File: src/hw/rtl/ptr_pkg.sv
// Package for the page table replacement block: sizes, policy codes, FSM states
// and the struct passed between the controller and the entry cells.
// No dependencies.
package ptr_pkg;
  localparam int ENTRIES  = 16;
  localparam int IDX_W    = $clog2(ENTRIES);
  localparam int CNT_W    = $clog2(ENTRIES + 1);
  localparam int PAGE_W   = 40;
  localparam int PROC_W   = 16;
  localparam int TIME_W   = 32;
  localparam int SLOT_W   = 4;
  localparam int IN_W     = 88;
  localparam int OUT_W    = 96;

  typedef enum logic [1:0] {
    POL_LRU   = 2'd0,
    POL_FIFO  = 2'd1,
    POL_CLOCK = 2'd2,
    POL_ZERO  = 2'd3
  } policy_t;

  typedef enum logic [2:0] {
    ST_IDLE,
    ST_MATCH,
    ST_SCAN,
    ST_WRITE,
    ST_OUT
  } state_t;

  // Data each chain stage (ptr_stage) hands to the next one during a scan.
  typedef struct packed {
    logic              found;
    logic [TIME_W-1:0] best;
    logic [IDX_W-1:0]  idx;
  } scan_t;

  // Command broadcast from the controller to every cell.
  typedef struct packed {
    logic              install;
    logic              touch;
    logic              clr_mark;
    logic [IDX_W-1:0]  sel;
    logic [PAGE_W-1:0] page;
    logic [PROC_W-1:0] proc;
    logic [TIME_W-1:0] now;
  } cmd_t;

  // Contents one cell reports.
  typedef struct packed {
    logic              valid;
    logic              mark;
    logic              match;
    logic [PAGE_W-1:0] page;
    logic [PROC_W-1:0] proc;
    logic [TIME_W-1:0] itime;
    logic [TIME_W-1:0] atime;
  } cell_t;
endpackage

File: src/hw/rtl/ptr_stage.sv
// One registered link of the oldest-entry chain: compares its cell's time with
// the running minimum and passes the result on. Depends on ptr_pkg.
module ptr_stage import ptr_pkg::*; (
  input  logic              clk,
  input  logic [IDX_W-1:0]  my_idx,
  input  logic [TIME_W-1:0] t,
  input  scan_t             din,
  output scan_t             dout
);
  scan_t nxt;

  always_comb begin
    nxt = din;
    if (t < din.best) begin
      nxt.best = t;
      nxt.idx  = my_idx;
    end
  end

  always_ff @(posedge clk) begin
    dout <= nxt;
  end
endmodule

File: config.mk
export PLATFORM = sky130hd
export DESIGN_NAME = ptr_stage
export DESIGN_NICKNAME = d
export VERILOG_FILES = /design/src/hw/rtl/ptr_pkg.sv /design/src/hw/rtl/ptr_stage.sv
export SDC_FILE = /design/constraint.sdc
export NUM_CORES = 1
export LEC_CHECK = 0
export BUFFER_PORTS_ARGS = -buffer_cell sky130_fd_sc_hd__buf_2
export CAP_MARGIN = 20
export CORE_ASPECT_RATIO = 0.6
export CORE_UTILIZATION = 45
export DETAILED_ROUTE_END_ITERATION = 16
export GPL_TIMING_DRIVEN = 0
export PLACE_DENSITY_LB_ADDON = 0.2
export SYNTH_ARGS = -nofsm -noshare
export SYNTH_HDL_FRONTEND = slang
export SYNTH_SLANG_ARGS = --single-unit
export TNS_END_PERCENT = 100
File: constraint.sdc
create_clock -name clk -period 2.78 [get_ports clk]
set_input_delay 0.139 -clock clk [delete_from_list [all_inputs] [get_ports clk]]
set_output_delay 0.139 -clock clk [all_outputs]
set_load 0.05 [all_outputs]
==> reports/results.txt <==
Worst vdd ir: 343.4 uV
Effective utilization at floorplan: 49.27%
Top reg by flops: dout
Critical Path RT: 2.95 ns
WL final: 4.472 mm
Switching share of power: 34.18%
Area Growth Syn to Fin: 35.48%
Top flop regs: dout x37
Die X: 90.60 um
Clock-pin transition on the worst setup and hold timing paths: 0.07 ns
Clk network pwr share: 28.6%
Placed Area: 2745 um2
Vias/cell: 4.620
Sequential share of power: 35.3%
Hold/Removal Path Class: in2reg
Total CTS buffers: 5
Max incr delay on CP: 0.31 ns
CP startpoint kind: input port
Final net count: 405
Count leader, synth: dfxtp_1
H-tree level count: 2
Chip Height: 55.16 um
CTS tree: done
Cell count after synthesis: 182
RSZ-0062 raised after global routing: no
IO Port Bufs: 110
Critical path buffers and inverters: 3
# setup viols final: 0
Max transition margin: 80.07%
Cell area after layout: 2872 um2
Synth Flop Type: dfxtp_1
Core Region: 4302 um2
IO Pins: 111
Yosys top cell by area: dfxtp_1
Initial DRC Count: 35
GRT Util Overall: 18.16%
Internal cell power: 0.001130 W
Layout cells sized above 1: 53.49%
Max Fclk: 469.8 MHz
Antenna Violating Nets Remaining: 0
Element type at the critical path end: flip-flop
DP Wirelength: 3.700 mm
Pre-antenna DRT Iters: 4
Post-synth top cells: dfxtp_1 (37), ha_1 (31), inv_1 (31)
GP Congestion: 0.7656
# resized after CTS: 0
Sequential share of the synthesized area: 34.95%
FF+latch count, synth: 37
Share of the synthesized area in the top cell type: 34.95%
Max Buffers Root-to-Sink: 2
Avg WL per Cell: 12.39 um
GRT overflow: 0
Status: finished, final reports clean
Top cells by area, synth: dfxtp_1 (35%), mux2_4 (21%), ha_1 (18%), inv_1 (5.5%), mux2_2 (3.2%)
Slew @ Worst Pin: 0.2964 ns
Syn_nets: 287
Post-Syn Area: 2120 um2
WS Path Type: in2reg
CP cell instances: buf_2, ha_1, a21o_1, a221oi_1, o31ai_1, a211oi_1, o311a_1, buf_6, buf_12, mux2_4
Vias: 1668
Cell family with most CP delay: compound AO/OA/AOI/OAI gates
Share of synthesized flip-flops with an asynchronous set or reset: 0%
Crit-path slowest cell: mux2_4
Syn. warnings: 0
Largest register FFs: 37
Largest net degree at the start of global routing: 12
EDFF count, synth: 0
CTS root buf: clkbuf_8
Final Max Tran Viols: 0
Psw: 0.0005866 W
Combinational share of power: 36.1%
Vias in the first global route: 1532
WP data arrival: 2.30 ns
Hold buffers post-CTS: 1
Post-CTS Setup Inserts: 0
Die area: 4998 um2
Placement Rows: 18
Setup TNS: 0 ns
Remaining DRCs: 0
Initial antenna violation count: 0
Diode count: 0
Top fanout value on the critical path: 10
Final Hold Viols: 0
Netlist cell types: 27
Max-cap violation count: 0
Pwr/cell area: 597.7 nW/um2
Final worst path period need: 2.128 ns
Total power: 0.001716 W
Synthesized area per cell: 11.65 um2
Final period util: 76.56%
First-pass GRT wire length: 6.886 mm
P_leak: 1.634 nW
Clock sink count: 37
power groups by stage:
stage | sequential, W | clock (W) | combinational, W
after floorplan | 0.000843 | 0 | 0.000235
after global placement | 0.000616 | 0 | 0.000613
after detailed placement | 0.000617 | 0 | 0.000622
after CTS | 0.000606 | 0.000504 | 0.000626
after global routing | 0.000610 | 0.000516 | 0.000662
final | 0.000605 | 0.000491 | 0.000620
per-layer routing:
layer	up-vias	part of all wire [%]	GRT usage [%]
met3	0	8.0	6.421
met4	0	0	5.914
li1	871	-	-
met5	-	0	0
met1	730	48	22.26
met2	67	44	30.68
final timing paths:
| path | from | to | slack [ns] | depth (start not counted) |
|---|---|---|---|---|
| setup / recovery | t[6] | dout[32] | 0.65 | 10 |
| hold / removal | din[3] | dout[3] | 0.09 | 2 |
layout make-up:
class / count / area (um2)
Fill cell: 356 / 1430
Multi-Input combinational cell: 110 / 1191
Sequential cell: 37 / 740.7
Timing Repair Buffer: 111 / 560.5
Inverter: 31 / 116.4
Clock buffer: 7 / 86.33
Tap cell: 60 / 75.07
Buffer: 4 / 71.32
Clock inverter: 1 / 30.03
cell families after synthesis:
kind of cell	Yosys count	share of synthesized area, %
fa+ha+maj	31	18.30
simple gates	21	5.786
buf+inv	35	8.855
compound gates	22	7.674
mux	36	24.44
flops	37	34.95
placed cells by master, fill, tap and decap left out, drive strengths merged, types with 3 or more instances in the layout:
master	synthesis	layout
and4	3	3
clkbuf	0	7
a21oi	8	8
a21o	3	3
nand3	3	3
inv	31	31
dfxtp	37	37
nand4	3	3
mux2	36	36
a221oi	3	3
buf	4	114
nand2	6	6
ha	31	31
per-stage QoR:
stage | setup slack (ns) | hold slack (ns) | cells | util (%)
4_1_cts | 0.6015 | 0.07245 | 361 | 66.75
3_3_place_gp | 0.3064 | 0.2427 | 352 | 63.82
6_report | 0.6515 | 0.08518 | 361 | 66.75
3_5_place_dp | 0.2975 | 0.2472 | 352 | 63.82
5_1_grt | 0.4250 | 0.08459 | 361 | 66.75
2_1_floorplan | 0.6812 | 0.1667 | 182 | -
Power figures use the tool's default switching activity.
