$ cat config.mk
export PLATFORM = sky130hd
export DESIGN_NAME = ptr_cell
export DESIGN_NICKNAME = d
export VERILOG_FILES = /design/src/hw/rtl/ptr_pkg.sv /design/src/hw/rtl/ptr_cell.sv
export SDC_FILE = /design/constraint.sdc
export NUM_CORES = 1
export LEC_CHECK = 0
export BUFFER_PORTS_ARGS = -buffer_cell sky130_fd_sc_hd__buf_2
export CORE_UTILIZATION = 46
export DETAILED_ROUTE_END_ITERATION = 16
export PLACE_DENSITY = 0.86
export SLEW_MARGIN = 15
export SYNTH_ARGS = -nofsm -noshare
export SYNTH_HDL_FRONTEND = slang
export SYNTH_SLANG_ARGS = --single-unit
$ cat constraint.sdc
create_clock -name clk -period 3.6 [get_ports clk]
set_input_delay 1.08 -clock clk [delete_from_list [all_inputs] [get_ports clk]]
set_output_delay 1.08 -clock clk [all_outputs]
set_load 0.01 [all_outputs]
$ cat src/hw/rtl/ptr_pkg.sv
// Package for the page table replacement block: sizes, policy codes, FSM states
// and the struct passed between the controller and the entry cells.
// No dependencies.
package ptr_pkg;
  localparam int ENTRIES  = 16;
  localparam int IDX_W    = $clog2(ENTRIES);
  localparam int CNT_W    = $clog2(ENTRIES + 1);
  localparam int PAGE_W   = 40;
  localparam int PROC_W   = 16;
  localparam int TIME_W   = 32;
  localparam int SLOT_W   = 4;
  localparam int IN_W     = 88;
  localparam int OUT_W    = 96;

  typedef enum logic [1:0] {
    POL_LRU   = 2'd0,
    POL_FIFO  = 2'd1,
    POL_CLOCK = 2'd2,
    POL_ZERO  = 2'd3
  } policy_t;

  typedef enum logic [2:0] {
    ST_IDLE,
    ST_MATCH,
    ST_SCAN,
    ST_WRITE,
    ST_OUT
  } state_t;

  // Data each chain stage (ptr_stage) hands to the next one during a scan.
  typedef struct packed {
    logic              found;
    logic [TIME_W-1:0] best;
    logic [IDX_W-1:0]  idx;
  } scan_t;

  // Command broadcast from the controller to every cell.
  typedef struct packed {
    logic              install;
    logic              touch;
    logic              clr_mark;
    logic [IDX_W-1:0]  sel;
    logic [PAGE_W-1:0] page;
    logic [PROC_W-1:0] proc;
    logic [TIME_W-1:0] now;
  } cmd_t;

  // Contents one cell reports.
  typedef struct packed {
    logic              valid;
    logic              mark;
    logic              match;
    logic [PAGE_W-1:0] page;
    logic [PROC_W-1:0] proc;
    logic [TIME_W-1:0] itime;
    logic [TIME_W-1:0] atime;
  } cell_t;
endpackage

$ cat src/hw/rtl/ptr_cell.sv
// One entry of the page table: stores page, process, times and marks, and
// compares against the access. Depends on ptr_pkg.
module ptr_cell import ptr_pkg::*; (
  input  logic             clk,
  input  logic             rst_n,
  input  logic [IDX_W-1:0] my_idx,
  input  cmd_t             cmd,
  output cell_t            info
);
  logic              valid_r, mark_r;
  logic [PAGE_W-1:0] page_r;
  logic [PROC_W-1:0] proc_r;
  logic [TIME_W-1:0] itime_r, atime_r;
  logic              sel;

  assign sel = (cmd.sel == my_idx);

  always_ff @(posedge clk) begin
    if (!rst_n) begin
      valid_r <= 1'b0;
      mark_r  <= 1'b0;
      itime_r <= '0;
      atime_r <= '0;
    end else if (sel) begin
      if (cmd.install) begin
        valid_r <= 1'b1;
        mark_r  <= 1'b0;
        itime_r <= cmd.now;
        atime_r <= cmd.now;
      end else if (cmd.touch) begin
        mark_r  <= 1'b1;
        atime_r <= cmd.now;
      end else if (cmd.clr_mark) begin
        mark_r  <= 1'b0;
      end
    end
  end

  always_ff @(posedge clk) begin
    if (sel && cmd.install) begin
      page_r <= cmd.page;
      proc_r <= cmd.proc;
    end
  end

  assign info.valid = valid_r;
  assign info.mark  = mark_r;
  assign info.match = valid_r && (page_r == cmd.page) && (proc_r == cmd.proc);
  assign info.page  = page_r;
  assign info.proc  = proc_r;
  assign info.itime = itime_r;
  assign info.atime = atime_r;
endmodule

==> flow_summary.rst, run 1 <==
.. list-table::
   :header-rows: 1

   * - Metric
     - Value
   * - Post-layout worst setup margin
     - -0.169 ns
   * - Remaining antenna violation count
     - 0
   * - Result of the run
     - complete, but fails checks
   * - Final Critical Period
     - 3.77 ns
   * - Endpoint of the lowest-slack register-to-register path
     - mark_r
   * - Via count of the first global-routing pass
     - 4118
   * - Count of placed standard cells including taps
     - around 800
   * - Maximum fanout encountered on the critical timing path
     - 2
   * - Area Overhead vs Synth
     - 39.1%
   * - Hold/Removal Path Class
     - flop to flop
   * - Starting utilization of the core area
     - 0.483
   * - Total nets after synthesis
     - 538
   * - DIE WIDTH
     - roughly 100 um
   * - Clock buffer count from CTS
     - 17
   * - Number of max-slew violations in the final report
     - 0
   * - Final setup violation count
     - 1
   * - Cell count of the worst reg-to-reg path
     - 2
   * - Final HPWL DP
     - ~9.4 mm
   * - Global router's overall resource usage
     - 0.240
   * - FF-to-FF Start
     - mark_r
   * - Failing checks
     - negative setup slack
   * - Clock tree from TritonCTS
     - built
   * - Clock Sinks
     - 122
   * - Leakage component of the power
     - 2.90 nW
   * - Top area cells in the synthesized netlist
     - edfxtp_1, dfxtp_1, nand2_1
   * - Endpoint class of the critical path
     - output port
   * - Synthesized flop and latch total
     - about 120
   * - Most repeated cell in the gate-level netlist after synthesis
     - nand2_1
   * - Post-CTS clock slew at the launch and capture registers of the worst setup and hold paths
     - 0.05 ns
   * - Number of non-filler instances in the completed layout
     - 813
   * - # Max-Cap Violations
     - 0
   * - Post-layout util
     - 0.672
   * - Data required time of the critical path
     - 2.52 ns
   * - Post-Route Skew
     - 0 ns
   * - Cell area after technology mapping
     - 4810 um^2
   * - Vertical die dimension
     - 104 um
   * - Setup repair after global routing missed its margin
     - true
   * - Number of remaining DRC errors
     - 0
   * - Aggregate global routing overflow
     - 0
   * - Transition time of the tightest slew-check pin
     - 0.885 ns
   * - Global-route wire length before repair
     - 20.1 mm
   * - Slowest CP cell
     - or4_1
   * - DRT Wirelength
     - 12.8 mm
   * - Worst Setup Start Kind
     - primary input
   * - Average cell area after synthesis
     - 11.0 um^2
   * - Sequence of cells on the critical path
     - buf_2 > inv_1 > o22ai_1 > or4_1 > or4_4 > nor4_4 > buf_2
   * - Post-detailed-placement cell area
     - slightly above 6000 um^2
   * - Root Driver
     - clkbuf_8
   * - Antenna violations before repair
     - 0
   * - Cell with the most instances on the worst path
     - buf_2
   * - VDD IR max
     - 0.248 mV
   * - Fraction of layout cells with a size suffix above 1
     - 0.394
   * - Average routed wire per standard cell
     - 15.7 um
   * - Worst Setup SP
     - cmd[38]
   * - Routability cong.
     - 1.01
   * - Fraction of the yosys area taken by sequential cells
     - 0.625
   * - Period utilization
     - 1.05
   * - Clk Latency, worst-skew pair
     - about 0.50 ns
   * - Top-Level Pins
     - 224
   * - Async set-or-reset flop fraction in the synthesized netlist
     - 0
   * - Warnings from Yosys
     - 0
   * - Register-to-register path setup slack
     - 2.94 ns
   * - Top post-synthesis cells by count
     - nand2_1, dfxtp_1, a21boi_1
   * - Highest Clock Rate
     - 0.265 GHz
   * - Distinct cell type count after synthesis
     - 29
   * - Number of synthesized flops with an enable pin
     - 56
   * - Critical Path AT
     - 2.69 ns
   * - Count of final hold-check violations
     - 0
   * - Number of nets in the layout
     - 768
   * - Hold-fix buffer count after cts
     - 0
   * - Port bufs
     - 223
   * - Max clock buf depth
     - 2
   * - Cell Rows
     - 36
   * - # diodes
     - 0
   * - Fin area
     - 6690 um^2
   * - Pwr/cell area
     - 509 nW/um^2
   * - Vias
     - approximately 4100
   * - Area share of the leading cell type in the synthesized netlist
     - 0.350
   * - Worst slew margin relative to its limit
     - 0.410
   * - Worst setup path class
     - primary input to output port
   * - Largest net degree at the start of global routing
     - 67
   * - Capturing element of the worst setup path
     - info[120]
   * - Placeable Area
     - 9950 um^2
   * - Maximum level of the CTS H-tree
     - 4
   * - Worst path max stage delay
     - between 0.5 and 0.6 ns
   * - Gate count after technology mapping
     - 437
   * - Dominant cell type by area after synthesis
     - edfxtp_1
   * - Die area
     - 10900 um^2
   * - Dominant register cell in the synthesized netlist
     - dfxtp_1
   * - TritonRoute pass-1 iters
     - 4
   * - Detailed-route vias per instance
     - 5.03
   * - Power, Total
     - 3.40 mW
   * - Drt initial violations
     - 237
## worst min path at each step
stage / from / end / slack [ns] / cells after the start
after floorplan: valid_r / valid_r / 0.46 / 1
after global placement: itime_r[8] / itime_r[8] / 0.44 / 2
after detailed placement: atime_r[28] / atime_r[28] / 0.44 / 2
after CTS: atime_r[28] / atime_r[28] / 0.45 / 2
after global routing: itime_r[9] / itime_r[9] / 0.47 / 2
final: atime_r[28] / atime_r[28] / 0.45 / 2
## area by class of cell
class,count,area (um^2)
inverters,14,53.8
clock buffers,27,534
well taps,133,166
multi-input cells,280,1680
repair buffers,232,1200
clock inverters,5,52.6
flip-flops and latches,122,3000
fillers,746,3270
## worst max-delay path: cells and delay by family
kind / cells / cell delay [ns]
AND/OR/NAND/NOR: 3 / 1.15
buffers and inverters: 3 / 0.35
AO/OA/AOI/OAI: 1 / 0.11
## cells by family (layout without fill, tap and decap cells)
kind of cell / after synthesis / after routing / share of synthesized area
simple gates: 151 / 151 / 0.131
flops: 122 / 122 / 0.625
compound gates: 81 / 81 / 0.126
xor+xnor: 48 / 48 / 0.0875
buf+inv: 35 / 278 / 0.0305
## metal layers
metal	routed length (um)	GRT usage	vias to the layer above
met2	6270	0.408	224
met1	4930	0.270	1893
met3	1190	0.0777	24
met5	0	0	-
met4	353	0.119	0
li1	-	-	1952
## layout by cell type (no fill, tap or decap), drive strengths merged, types with 2 or more instances in the layout
cell type  Yosys  routed
nand4          4       4
nand2        130     130
o2bb2ai        4       4
o21a           2       2
clkbuf        13      27
inv           12      11
edfxtp        56      56
xor2          42      42
or4            2       2
o22ai          4       4
clkinv         2       6
dfxtp         66      66
nor4          11      11
o21ai          2       2
xnor2          6       6
a21boi        64      64
buf            8     232
## through the flow
| step | hold slack, ns | setup slack [ns] | setup TNS, ns |
|---|---|---|---|
| final | 0.448 | -0.169 | -0.169 |
| after global routing | 0.470 | -0.229 | -0.229 |
| after CTS | 0.450 | -0.174 | -0.174 |
| after detailed placement | 0.443 | -0.245 | -0.245 |
| after global placement | 0.437 | -0.171 | -0.171 |
| after floorplan | 0.463 | 0.131 | 0 |
## flip-flops by register name, summed over array words and instances (netlist names)
name and flops:
page_r 40, atime_r 32, proc_r 16, valid_r 1
itime_r 32, mark_r 1
## where the power goes
part / internal, mW / switching, mW / total [mW]
clock network: 1.07 / 0.559 / 1.63
logic: 0.118 / 0.143 / 0.261
registers: 1.49 / 0.0229 / 1.51
total: 2.68 / 0.724 / 3.40
## repair_timing
item	4_1_cts	5_1_grt
setup endpoints to repair	1	1
pin swaps	1	1
resized for setup	2	0
setup buffers	0	0
(Power assumes the default switching activity.)
==> inputs of run 2 (changes only) <==
--- a/config.mk
+++ b/config.mk
@@ -6,6 +6,7 @@
 export NUM_CORES = 1
 export LEC_CHECK = 0
 export BUFFER_PORTS_ARGS = -buffer_cell sky130_fd_sc_hd__buf_2
+export CORE_ASPECT_RATIO = 0.75
 export CORE_UTILIZATION = 46
 export DETAILED_ROUTE_END_ITERATION = 16
 export PLACE_DENSITY = 0.86
==> constraint.sdc (replaced) <==
create_clock -name clk -period 4.15 [get_ports clk]
set_input_delay 1.245 -clock clk [delete_from_list [all_inputs] [get_ports clk]]
set_output_delay 1.245 -clock clk [all_outputs]
set_load 0.01 [all_outputs]
==> run 2 against run 1 <==
  * The flow now finishes without violations
  * Critical endpoint unchanged
  * Largest cell class unchanged
  * Clock skew unchanged
  * Count of clock-buffer cells in the layout down 2
  * Register-to-register slack better by 0.52 ns
  * Flip-flop and latch count unchanged
==> flow_summary.rst, run 2 (synthesis results as in run 1) <==
.. list-table::
   :header-rows: 1

   * - Metric
     - Value
   * - Endpoint of the lowest-slack register-to-register path
     - itime_r[6]
   * - Count of placed standard cells including taps
     - ~780
   * - Post-detailed-placement cell area
     - between 6000 and 7000 um^2
   * - DIE WIDTH
     - 120 um
   * - # diodes
     - 0
   * - Number of non-filler instances in the completed layout
     - around 800
   * - Period utilization
     - 0.993
   * - Combined area of the multi-input logic cells
     - 1660 um^2
   * - Worst slew margin relative to its limit
     - 0.385
   * - Clock tree from TritonCTS
     - built
   * - Die area
     - 10900 um^2
   * - Worst setup path class
     - primary input to output port
   * - Maximum fanout encountered on the critical timing path
     - 2
   * - Data required time of the critical path
     - between 2 and 3 ns
   * - Final HPWL DP
     - between 9 and 10 mm
   * - Placeable Area
     - 9890 um^2
   * - Vias
     - 4051
   * - Leakage component of the power
     - roughly 2.9 nW
   * - Hold-fix buffer count after cts
     - 0
   * - Commonest non-fill, non-tap cell in the layout
     - buf_2
   * - DRT Wirelength
     - 12.9 mm
   * - Number of remaining DRC errors
     - 0
   * - Number of nets in the layout
     - 766
   * - Max clock buf depth
     - 2
   * - Commonest non-fill, non-tap cells in the layout
     - buf_2, nand2_1, dfxtp_1
   * - Remaining antenna violation count
     - 0
   * - HP Start
     - atime_r[17]
   * - Detailed-route vias per instance
     - 5.00
   * - Aggregate global routing overflow
     - 0
   * - Routability cong.
     - 0.829
   * - Pwr/cell area
     - 440 nW/um^2
   * - Highest Clock Rate
     - 0.243 GHz
   * - Global router's overall resource usage
     - 0.243
   * - Result of the run
     - complete, no violations
   * - Clk Latency, worst-skew pair
     - 0.40 ns
   * - FF-to-FF Start
     - itime_r[6]
   * - Post-Route Skew
     - 0 ns
   * - Port bufs
     - 223
   * - Number of cells traversed by the worst hold path
     - 2
   * - Filler Cells Inserted
     - 783
   * - Clock buffer count from CTS
     - 17
   * - Starting utilization of the core area
     - 0.486
   * - Power, Total
     - 2.91 mW
   * - Critical Path AT
     - 2.88 ns
   * - Post-CTS clock slew at the launch and capture registers of the worst setup and hold paths
     - about 0.05 ns
   * - Post-layout util
     - 0.670
   * - Post-layout worst setup margin
     - 0.0293 ns
   * - Largest registers
     - page_r (40), atime_r (32), itime_r (32)
   * - Root Driver
     - clkbuf_16
   * - Final hold slack
     - between 0.4 and 0.5 ns
   * - Via count of the first global-routing pass
     - 4097
   * - Hold path endpoint
     - atime_r[17]
   * - Setup repair after global routing missed its margin
     - false
   * - # Max-Cap Violations
     - 0
   * - Fraction of layout cells with a size suffix above 1
     - 0.389
   * - Hold/Removal Path Class
     - flop to flop
   * - Register ranked first by flip-flop count
     - page_r
   * - Largest net degree at the start of global routing
     - 77
   * - Cell Rows
     - 31
   * - Clock Sinks
     - 122
   * - Transition time of the tightest slew-check pin
     - between 0.9 and 1 ns
   * - Final Critical Period
     - 4.12 ns
   * - Sum Neg Setup Slack
     - 0 ns
   * - VDD IR max
     - 0.324 mV
   * - Maximum level of the CTS H-tree
     - 4
   * - Area occupied by registers
     - roughly 3000 um^2
   * - TritonRoute pass-1 iters
     - 4
   * - Count of final hold-check violations
     - 0
   * - Fin area
     - 6630 um^2
   * - Top-Level Pins
     - 224
   * - Global-route wire length before repair
     - 20.2 mm
   * - Number of max-slew violations in the final report
     - 0
   * - Worst slack after detailed placement
     - -0.0611 ns
   * - Register-to-register path setup slack
     - 3.46 ns
   * - Endpoint class of the critical path
     - output port
   * - Area Overhead vs Synth
     - 37.9%
   * - Vertical die dimension
     - 90.5 um
   * - Cell count of the worst reg-to-reg path
     - 2
   * - Number of flip-flops under the largest register name
     - 40
   * - Final setup violation count
     - 0
   * - Average routed wire per standard cell
     - 15.9 um
   * - Worst Setup Start Kind
     - primary input
   * - Antenna violations before repair
     - 0
   * - Drt initial violations
     - 240
==> run 2: cell types whose count changed in the layout (fill, tap and decap cells not counted), sizes merged <==
cell      delta
inv          +2
clkinvlp     -1
buf          -2
clkbuf       -2
clkinv       +1
==> run 2: how the worst max path moves through the flow <==
stage | start | end | slack [ns] | cells after the start
6_report | cmd[38] | info[120] | 0.03 | 7
5_1_grt | cmd[57] | info[120] | 0.0002 | 7
4_1_cts | cmd[38] | info[120] | 0.08 | 7
3_5_place_dp | cmd[38] | info[120] | -0.06 | 7
3_3_place_gp | cmd[38] | info[120] | -0.05 | 7
2_1_floorplan | cmd[38] | info[120] | 0.21 | 5
==> run 2: critical path, stage by stage <==
cell and delay, ns:
buf_2 0.10, inv_1 0.08, o22ai_1 0.08, or4_1 0.55
or4_4 0.51, nor4_2 0.13, buf_2 0.18
==> run 2: routing by layer <==
layer  track usage  share of wire
met1         0.277           0.40
met4        0.0792          0.014
met3        0.0890          0.081
met2         0.421           0.50
met5             0              0
==> run 2: area by class of cell <==
| class | count | area share |
|---|---|---|
| Clock buffer | 25 | 0.0750 |
| Clock inverter | 7 | 0.00944 |
| Inverter | 14 | 0.00812 |
| Multi-Input combinational cell | 280 | 0.251 |
| Sequential cell | 122 | 0.453 |
| Tap cell | 132 | 0.0249 |
| Timing Repair Buffer | 230 | 0.178 |
==> run 2: report_power, final <==
group          internal, mW  total (mW)  switching, mW
Clock                 0.887        1.38          0.490
Sequential             1.29        1.31         0.0189
Combinational         0.102       0.225          0.123
==> run 2: timing repair <==
action / CTS / global route
buffers inserted: 0 / 0
gates resized for setup: 1 / 0
setup endpoints to repair: 1 / 0
==> inputs of run 3 (changes only) <==
--- a/config.mk
+++ b/config.mk
@@ -6,7 +6,7 @@
 export NUM_CORES = 1
 export LEC_CHECK = 0
 export BUFFER_PORTS_ARGS = -buffer_cell sky130_fd_sc_hd__buf_2
-export CORE_ASPECT_RATIO = 0.75
+export CORE_ASPECT_RATIO = 1.25
 export CORE_UTILIZATION = 46
 export DETAILED_ROUTE_END_ITERATION = 16
 export PLACE_DENSITY = 0.86
==> run 3 against run 2 <==
  * Setup slack better by 0.048 ns
  * Sequential power hardly changed
  * Hold slack worse by 0.0014 ns
  * Sequential share of layout area is 0.42 points lower
  * Wire length is 0.15% lower
==> flow_summary.rst, run 3 (synthesis results as in run 1) <==
.. list-table::
   :header-rows: 1

   * - Metric
     - Value
   * - # Max-Cap Violations
     - 0
   * - Global-route wire length before repair
     - 19.1 mm
   * - Largest net degree at the start of global routing
     - 67
   * - Number of nets in the layout
     - 766
   * - Post-CTS clock slew at the launch and capture registers of the worst setup and hold paths
     - 0.05 ns
   * - Clk Latency, worst-skew pair
     - 0.40 ns
   * - Cell count of the worst reg-to-reg path
     - 2
   * - Final Critical Period
     - 4.07 ns
   * - Worst Setup Start Kind
     - primary input
   * - Largest registers
     - page_r (40), atime_r (32), itime_r (32)
   * - Detailed-route vias per instance
     - 5.16
   * - Number of remaining DRC errors
     - 0
   * - Commonest non-fill, non-tap cell in the layout
     - buf_2
   * - # diodes
     - 0
   * - Root Driver
     - clkbuf_16
   * - Commonest non-fill, non-tap cells in the layout
     - buf_2, nand2_1, dfxtp_1
   * - Data required time of the critical path
     - 2.90 ns
   * - Vias
     - 4155
   * - Count of buffering cells on the critical path with inverters included
     - 3
   * - Antenna violations before repair
     - 1
   * - Port bufs
     - 223
   * - Hold-fix buffer count after cts
     - 0
   * - Final HPWL DP
     - ~9.2 mm
   * - Starting utilization of the core area
     - 0.476
   * - Drt initial violations
     - 168
   * - Final hold slack
     - 0.447 ns
   * - Setup repair after global routing missed its margin
     - false
   * - Pwr/cell area
     - ~450 nW/um^2
   * - Register-to-register path setup slack
     - 3.48 ns
   * - Power, Total
     - 3.04 mW
   * - Area Overhead vs Synth
     - 39.2%
   * - Endpoint class of the critical path
     - output port
   * - Worst path max stage delay
     - 0.52 ns
   * - Final setup violation count
     - 0
   * - VDD IR max
     - 0.277 mV
   * - Maximum fanout encountered on the critical timing path
     - 2
   * - Global router's overall resource usage
     - 0.236
   * - Sum Neg Setup Slack
     - 0 ns
   * - Critical Path AT
     - 2.83 ns
   * - Number of cells traversed by the worst hold path
     - 2
   * - Sequence of cells on the critical path
     - buf_2 > inv_1 > o22ai_1 > or4_4 > or4_4 > nor4_2 > buf_2
   * - Highest Clock Rate
     - 0.246 GHz
   * - FF-to-FF Start
     - atime_r[11]
   * - Result of the run
     - complete, no violations
   * - Leakage component of the power
     - 2.90 nW
   * - Cell Rows
     - 41
   * - Worst setup path class
     - primary input to output port
   * - Register ranked first by flip-flop count
     - page_r
   * - Post-Route Skew
     - 0 ns
   * - Fraction of layout cells with a size suffix above 1
     - 0.397
   * - Critical path's top delay family
     - simple AND/OR/NAND/NOR gates
   * - Remaining antenna violation count
     - 0
   * - Number of max-slew violations in the final report
     - 0
   * - Post-CTS Setup Inserts
     - 0
   * - Aggregate global routing overflow
     - 0
   * - DIE WIDTH
     - roughly 93 um
   * - Hold/Removal Path Class
     - flop to flop
   * - Number of flip-flops under the largest register name
     - 40
   * - Placeable Area
     - ~10000 um^2
   * - Top-Level Pins
     - 224
   * - Routability cong.
     - 0.848
   * - Count of final hold-check violations
     - 0
   * - Worst slew margin relative to its limit
     - 0.394
   * - TritonRoute pass-1 iters
     - 5
   * - HP Start
     - atime_r[13]
   * - Period utilization
     - 0.981
   * - Vertical die dimension
     - between 100 and 150 um
   * - Max clock buf depth
     - 2
   * - Clock tree from TritonCTS
     - built
   * - Clock Sinks
     - between 100 and 150
   * - Endpoint of the lowest-slack register-to-register path
     - atime_r[11]
   * - Maximum level of the CTS H-tree
     - 4
   * - Average routed wire per standard cell
     - 15.9 um
   * - Clock buffer count from CTS
     - 17
   * - Via count of the first global-routing pass
     - 3875
   * - Die area
     - 10900 um^2
   * - Slowest CP cell
     - or4_4
   * - DRT Wirelength
     - between 10 and 15 mm
   * - Hold path endpoint
     - atime_r[13]
   * - Transition time of the tightest slew-check pin
     - 0.909 ns
[run 3: cell count changes in the layout (fill, tap and decap cells not counted), sizes merged]
cell and change:
bufinv +1, clkinv -1, clkinvlp +1, inv -2
[run 3: what timing repair did]
item	in CTS	in global routing
setup endpoints to repair	1	1
pin swaps	1	1
resized for setup	3	2
[run 3: tightest hold or removal path, stage by stage, from the launching register on]
cell	delay (ns)
dfxtp_1	0.30
nand2_1	0.05
a21boi_1	0.05
[run 3: power by group]
group | internal, mW | switching, mW
registers | 1.29 | 0.0199
logic | 0.102 | 0.123
clock network | 1.01 | 0.489
total | 2.41 | 0.632
[run 3: metrics by stage]
step	std cells	instance area, um^2	worst slack, ns	utilization
6_report	806	6690	0.0776	0.662
5_1_grt	806	6690	0.00900	0.662
4_1_cts	806	6680	0.00425	0.661
3_5_place_dp	775	6050	-0.0527	0.598
3_3_place_gp	775	6050	-0.0188	0.598
2_1_floorplan	437	4810	0.205	-
[run 3: how the worst max path moves through the flow]
stage | slack [ns] | depth (start not counted) | end | startpoint
after floorplan | 0.21 | 5 | info[120] | cmd[38]
after global placement | -0.02 | 7 | info[120] | cmd[38]
after detailed placement | -0.05 | 7 | info[120] | cmd[83]
after CTS | 0.004 | 7 | info[120] | cmd[38]
after global routing | 0.009 | 7 | info[120] | cmd[38]
final | 0.08 | 7 | info[120] | cmd[38]
[run 3: cell type report]
type	instances	area, um^2
clock buffer	25	538
inverter	14	53.8
sequential	122	3000
clock inverter	6	82.6
multi-input combinational	280	1670
fill	768	3420
tap	129	161
timing repair buffer	230	1170
[run 3: routing by layer]
metal  GRT usage  vias to the layer above  part of all wire  wire length, um
li1            -                     1944                 -                -
met1       0.265                     1968              0.39             4950
met2       0.414                      223              0.50             6400
met3      0.0840                       18              0.10             1280
met4      0.0831                        2             0.015              187
met5           0                        -            0.0010               13
